===== config.mk =====
export PLATFORM = sky130hd
export DESIGN_NAME = bba_ctrl
export DESIGN_NICKNAME = d
export VERILOG_FILES = /design/src/rtl/buddy_block_allocator_macros.svh /design/src/rtl/bba_pkg.sv /design/src/rtl/bba_ctrl.sv
export SDC_FILE = /design/constraint.sdc
export NUM_CORES = 1
export LEC_CHECK = 0
export ABC_AREA = 1
export BUFFER_PORTS_ARGS = -buffer_cell sky130_fd_sc_hd__buf_4
export CELL_PAD_IN_SITES_DETAIL_PLACEMENT = 0
export CELL_PAD_IN_SITES_GLOBAL_PLACEMENT = 1
export CORE_AREA = 2 2 51 53
export CTS_CLUSTER_SIZE = 25
export DETAILED_ROUTE_END_ITERATION = 6
export DIE_AREA = 0 0 53 55
export GPL_TIMING_DRIVEN = 0
export PLACE_DENSITY = 0.88
export RECOVER_POWER = 25
export SLEW_MARGIN = 30
export SYNTH_ARGS = -nofsm -noshare
export SYNTH_HDL_FRONTEND = slang
export SYNTH_SLANG_ARGS = --single-unit

===== constraint.sdc =====
create_clock -name clock -period 4.8 [get_ports clock]
set_input_delay 0.48 -clock clock [delete_from_list [all_inputs] [get_ports clock]]
set_output_delay 0.48 -clock clock [all_outputs]
set_load 0.01 [all_outputs]

===== src/rtl/buddy_block_allocator_macros.svh =====
// ----------------------------------------------------------------------------
// Buddy block allocator assertion macros
// Shorthand for clocked implication checks used inside the RTL datapath module.
// ----------------------------------------------------------------------------
`ifndef BUDDY_BLOCK_ALLOCATOR_MACROS_SVH
`define BUDDY_BLOCK_ALLOCATOR_MACROS_SVH

// The consequent must hold in the same cycle as the antecedent.
`define BBA_ASSERT_NOW(lbl, pre, post, msg) \
   lbl: assert property (@(posedge clock) disable iff (reset) (pre) |-> (post)) \
      else $error(msg);

// The consequent must hold in the cycle after the antecedent.
`define BBA_ASSERT_NEXT(lbl, pre, post, msg) \
   lbl: assert property (@(posedge clock) disable iff (reset) (pre) |=> (post)) \
      else $error(msg);

`endif


===== src/rtl/bba_pkg.sv =====
// ----------------------------------------------------------------------------
// Buddy block allocator package
// Shared widths, codes, payload types and controller/datapath interfaces.
// ----------------------------------------------------------------------------
package bba_pkg;

   localparam int NUM_BLOCKS = 1024;
   localparam int IDX_W      = 10;
   localparam int LINK_W     = 11;
   localparam int MAX_LOG    = 10;
   localparam int LOG_W      = 4;
   localparam int REQ_W      = 31;
   localparam int CSR_IDX_W  = 2;
   localparam int CSR_DATA_W = 11;
   localparam int CTRL_W     = 6;

   localparam logic [LINK_W-1:0] NIL         = '1;
   localparam logic [REQ_W-1:0]  BIG_REQUEST = 31'h4000_0000;
   localparam logic [LOG_W-1:0]  ATOM_LOG_MIN = 4'd3;
   localparam logic [LOG_W-1:0]  ATOM_LOG_MAX = 4'd12;

   // Actions
   localparam logic [1:0] ACT_ALLOC   = 2'd0;
   localparam logic [1:0] ACT_FREE    = 2'd1;
   localparam logic [1:0] ACT_REBUILD = 2'd2;

   // Status codes
   localparam logic [1:0] ST_OK       = 2'd0;
   localparam logic [1:0] ST_NOSPACE  = 2'd1;
   localparam logic [1:0] ST_BADREQ   = 2'd2;
   localparam logic [1:0] ST_BADFREE  = 2'd3;

   // Configuration register indexes
   localparam logic [CSR_IDX_W-1:0] CSR_POOL_BLOCKS = 2'd0;
   localparam logic [CSR_IDX_W-1:0] CSR_ATOM_LOG    = 2'd1;

   typedef struct packed {
      logic [1:0]       action;
      logic [REQ_W-1:0] request_bytes;
      logic [IDX_W-1:0] free_index;
   } req_type;

   typedef struct packed {
      logic [1:0]       status;
      logic [IDX_W-1:0] granted_index;
      logic [LOG_W-1:0] granted_log;
   } rsp_type;

   typedef enum logic [3:0] {
      S_IDLE, S_ALOG, S_ABIN, S_RMRD, S_RMWR, S_SPLIT, S_FRD, S_FCHK,
      S_MRD, S_MCHK, S_PUSH1, S_PUSH2, S_CLR, S_CARVE, S_DONE
   } state_type;

   typedef enum logic [4:0] {
      CMD_NONE, CMD_LOAD, CMD_ALOG, CMD_ABIN, CMD_RMRD, CMD_RMWR, CMD_SPLIT,
      CMD_AFIN, CMD_FRD, CMD_FCHK, CMD_MRD, CMD_MCHK, CMD_PUSH1, CMD_PUSH2,
      CMD_CLR, CMD_CARVE, CMD_FIN
   } cmd_type;

   typedef struct packed {
      cmd_type    op;
      logic [1:0] st;
      logic       keep;
   } dp_cmd_type;

   typedef struct packed {
      logic req_bad;
      logic lg_big;
      logic bin_found;
      logic split_done;
      logic range_bad;
      logic free_bad;
      logic merge_stop;
      logic merge_match;
      logic clr_last;
      logic carve_last;
      logic out_free;
   } dp_stat_type;

endpackage


===== src/rtl/bba_ctrl.sv =====
// ----------------------------------------------------------------------------
// Buddy block allocator controller
// Sequences allocate, free and rebuild through the datapath commands.
// ----------------------------------------------------------------------------
module bba_ctrl (
   input  logic                clock,
   input  logic                reset,
   input  logic                req_valid,
   output logic                req_ready,
   input  logic [1:0]          req_action,
   input  bba_pkg::dp_stat_type stat,
   output bba_pkg::dp_cmd_type  cmd
);
   import bba_pkg::*;

   state_type  state_ff, state_in;
   logic [1:0] op_ff, op_in;
   logic [1:0] st_ff, st_in;

   // State and result code registers.
   always_ff @(posedge clock) begin
      if (reset) begin
         state_ff <= S_IDLE;
      end else begin
         state_ff <= state_in;
      end
      op_ff <= op_in;
      st_ff <= st_in;
   end

   // Next state.
   always_comb begin
      state_in = state_ff;
      op_in    = op_ff;
      st_in    = st_ff;
      unique case (state_ff)
         S_IDLE: begin
            if (req_valid) begin
               op_in = req_action;
               priority if (req_action == ACT_ALLOC) state_in = S_ALOG;
               else if (req_action == ACT_FREE)      state_in = S_FRD;
               else if (req_action == ACT_REBUILD)   state_in = S_CLR;
               else                                  state_in = S_IDLE;
            end
         end
         S_ALOG: begin
            priority if (stat.req_bad) begin
               st_in = ST_BADREQ; state_in = S_DONE;
            end else if (stat.lg_big) begin
               st_in = ST_NOSPACE; state_in = S_DONE;
            end else begin
               state_in = S_ABIN;
            end
         end
         S_ABIN: begin
            if (stat.bin_found) begin
               state_in = S_RMRD;
            end else begin
               st_in = ST_NOSPACE; state_in = S_DONE;
            end
         end
         S_RMRD:  state_in = S_RMWR;
         S_RMWR:  state_in = S_SPLIT;
         S_SPLIT: begin
            if (stat.split_done) begin
               st_in = ST_OK; state_in = S_DONE;
            end
         end
         S_FRD: begin
            if (stat.range_bad) begin
               st_in = ST_BADFREE; state_in = S_DONE;
            end else begin
               state_in = S_FCHK;
            end
         end
         S_FCHK: begin
            if (stat.free_bad) begin
               st_in = ST_BADFREE; state_in = S_DONE;
            end else begin
               state_in = S_MRD;
            end
         end
         S_MRD:   state_in = stat.merge_stop ? S_PUSH1 : S_MCHK;
         S_MCHK:  state_in = stat.merge_match ? S_MRD : S_PUSH1;
         S_PUSH1: state_in = S_PUSH2;
         S_PUSH2: begin
            st_in = ST_OK; state_in = S_DONE;
         end
         S_CLR:   if (stat.clr_last) state_in = S_CARVE;
         S_CARVE: begin
            if (stat.carve_last) begin
               st_in = ST_OK; state_in = S_DONE;
            end
         end
         S_DONE:  if (stat.out_free) state_in = S_IDLE;
      endcase
   end

   // Outputs.
   always_comb begin
      req_ready = (state_ff == S_IDLE);
      cmd.st    = st_ff;
      cmd.keep  = (op_ff != ACT_REBUILD);
      cmd.op    = CMD_NONE;
      unique case (state_ff)
         S_IDLE:  cmd.op = req_valid ? CMD_LOAD : CMD_NONE;
         S_ALOG:  cmd.op = CMD_ALOG;
         S_ABIN:  cmd.op = CMD_ABIN;
         S_RMRD:  cmd.op = CMD_RMRD;
         S_RMWR:  cmd.op = CMD_RMWR;
         S_SPLIT: cmd.op = stat.split_done ? CMD_AFIN : CMD_SPLIT;
         S_FRD:   cmd.op = CMD_FRD;
         S_FCHK:  cmd.op = CMD_FCHK;
         S_MRD:   cmd.op = CMD_MRD;
         S_MCHK:  cmd.op = CMD_MCHK;
         S_PUSH1: cmd.op = CMD_PUSH1;
         S_PUSH2: cmd.op = CMD_PUSH2;
         S_CLR:   cmd.op = CMD_CLR;
         S_CARVE: cmd.op = CMD_CARVE;
         S_DONE:  cmd.op = stat.out_free ? CMD_FIN : CMD_NONE;
      endcase
   end

endmodule


==> impl_metrics.ini <==
[status]
status = finished, final reports clean

[clocking]
cts_resized = 0
cts_htree_levels = 1
cts_setup_buffers = 0
clockBufferDepth = 2
cts.sinks = 8
cts_tree = yes
cts_inserted_buffers = 3
cts-root-buf = clkbuf_4
clock_latency_ns = 0.26
path_clk_slew_ns = 0.06
ctsHoldBuffers = 0

[global_routing]
grt_first_pass_wirelength_mm = 3.77
grt_pass1_vias = 916
grt_max_degree = 9
antenna_found_initial = 0
overflow = 0
grt_use_total = 0.178

[setup_path]
end_kind = output pin
worstSetupPathType = flip-flop to output pin
crit_start = state_ff[2]
cp_top_family = flip-flops
reg2reg_to = st_ff[1]
path_cells = inv_2, nor2_2, nand2_1, o211ai_1, a2bb2oi_1, buf_4
startpoint_type = flip-flop
r2r_cells = 6
endpoint = cmd[3]
slowest_stage = dfxtp_1
cp.arrival_ns = 1.76
critical_path_depth = 6
critical_path_buf_inv_count = 2
r2r_start = state_ff[2]
worstPathRequired_ns = 4.32
crit_fanout = 6
r2r_slack_ns = 2.93
critPathMaxStageDelay_ns = 0.51

[pwr]
power.density_mw_per_mm2 = 523
power.total_mw = 0.548
seq_power_share = 0.241
switching_share = 0.499
p_leak_nw = 0.563
pwr-share-clk = 0.108
combPwrFrac = 0.651
vdd_drop_max_uv = 313
switching_power_mw = 0.274
power.internal_mw = 0.274

[yosys]
netlist_top_cells_count = 35 x nand2_1, 23 x nor2_1, 22 x inv_1, 12 x nand3_1
synthTopCellsByArea = nand2_1 16%, edfxtp_1 15%, nor2_1 10%, inv_1 10%, dfxtp_1 9.7%
syn_inst = 138
synthMuxAreaShare = 0
syn_area_um2 = 823
yosysMostFrequentCell = nand2_1
synth_xor_area_frac = 0
yosysSeqAreaShare = 0.243
synth_simple_gate_area_frac = 0.492
synth_edf_count = 4
synth_top_area_share = 0.160
synth-main-ff-cell = edfxtp_1
avgSynthCellArea_um2 = 5.97
syn_nets = 157
async_flop_share = 0
synth_top_family_by_area = simple AND/OR/NAND/NOR gates
synthAdderAreaFrac = 0.0456
synth_cell_type_count = 24
yosys.area.top_type = nand2_1
ys_ff_latch = 8
synth_compound_area_frac = 0.103
yosysWarnings = 0

[finish]
diodes = 0
fin_nets = 186
area_growth_pct = 27.4
final_layout_size_suffix_gt1_frac = 0.211

[place]
gp_congestion = 0.867
io_buffers = 24
hpwl_mm = 1.90

[routing]
final_antenna_net_count = 0
drc = 0
via_per_inst = 4.87
dr.pass1.iters = 4
drt_iter0_drc = 27
routed_wl_mm = 2.23
num_vias = 955
wl_per_cell_um = 11.4

[worst_hold_path]
hp-class = primary input to flip-flop

[timing]
min_period_ns = 2.24
setup_viol = 0
finalClockSkew_ns = 0.00606
fmax_mhz = 446
finalHoldViolCount = 0
fin_crit_sh = 0.467
tns_ns = 0
worst_pin_slew_ns = 0.411
rsz0062_at_grt = false
slew_viol_final = 0
relSlewSlack = 0.724

[floorplan]
dieArea_mm2 = 0.00292
ios = 25
initial_core_util = 0.348
coreArea_mm2 = 0.00236
row_count = 18
dieWidth_um = 53
die_h_um = 55

[run]
maxCapViolCount = 0
## registers in the layout, summed over array words and instances, names as in the netlist
name / cells
st_ff: 2
state_ff: 4
op_ff: 2
## worst min path at each step
stage / startpoint / end / slack, ns / cells after the start
after floorplan: reset / state_ff[1] / 0.55 / 1
after global placement: state_ff[3] / state_ff[3] / 0.61 / 2
after detailed placement: state_ff[3] / state_ff[3] / 0.61 / 2
after CTS: reset / state_ff[1] / 0.39 / 2
after global routing: reset / state_ff[1] / 0.40 / 2
final: reset / state_ff[1] / 0.39 / 2
## kinds of logic (layout without fill, tap and decap cells)
kind of cell               after synthesis  in the layout
adders and majority gates                3              3
and+or+nand+nor                         88             88
DFF                                      8              8
buffers and inverters                   25             53
AOI/OAI and AO/OA                       14             14
## worst register-to-register path, delay by kind of cell, from the launching register on
family	cells	cell delay (ns)
DFF	1	0.51
AOI/OAI and AO/OA	1	0.38
and+or+nand+nor	4	0.54
buffers and inverters	1	0.10
## metal layers
layer,GRT usage,vias to the layer above,share of wire
met4,0.0513,0,0.013
met3,0.0618,4,0.077
met1,0.202,419,0.42
met5,0,-,0
li1,-,497,-
met2,0.319,35,0.49
## final cells by class
| class | count | area (µm²) |
|---|---|---|
| fillers | 275 | 1320 |
| multi-input cells | 105 | 528 |
| flip-flops and latches | 8 | 200 |
| repair buffers | 24 | 161 |
| inverters | 25 | 95.1 |
| well taps | 30 | 37.5 |
| clock buffers | 4 | 26.3 |
## stage by stage
stage,setup WS (ns),instances,hold slack (ns),area (µm²),util
2_1_floorplan,3.12,138,0.549,823,-
3_5_place_dp,2.85,192,0.606,1040,0.440
6_report,2.56,196,0.391,1050,0.443
5_1_grt,2.44,196,0.396,1050,0.443
3_3_place_gp,2.85,192,0.606,1040,0.440
4_1_cts,2.57,196,0.389,1070,0.451
## power by group through the flow
stage	clock (mW)	sequential [mW]	combinational, mW
2_1_floorplan	0	0.131	0.239
3_3_place_gp	0	0.133	0.364
3_5_place_dp	0	0.133	0.367
4_1_cts	0.0605	0.132	0.369
5_1_grt	0.0646	0.136	0.405
6_report	0.0593	0.132	0.356
## layout by cell type (no fill, tap or decap)
| master | netlist | final |
|---|---|---|
| clkbuf_4 | 0 | 3 |
| nor3_1 | 2 | 2 |
| o22ai_1 | 1 | 1 |
| ha_1 | 3 | 3 |
| inv_2 | 2 | 2 |
| clkinv_2 | 1 | 1 |
| nor2_4 | 2 | 2 |
| nand2_1 | 35 | 35 |
| or2_0 | 1 | 1 |
| nor2_2 | 3 | 3 |
| a211oi_1 | 1 | 1 |
| inv_1 | 22 | 22 |
| nand3_2 | 1 | 1 |
| o21ai_0 | 4 | 4 |
| nand4_1 | 2 | 2 |
| o211ai_1 | 2 | 2 |
| edfxtp_1 | 4 | 4 |
| a21oi_1 | 4 | 4 |
| a2bb2oi_1 | 1 | 1 |
| dfxtp_1 | 4 | 4 |
| nand3_1 | 12 | 12 |
| nor2_1 | 23 | 23 |
| nand3b_1 | 3 | 3 |
| nand2_2 | 4 | 4 |
| clkbuf_1 | 0 | 6 |
| o31ai_1 | 1 | 1 |
| buf_4 | 0 | 19 |
Note: power is estimated with default switching activity, not from simulation.
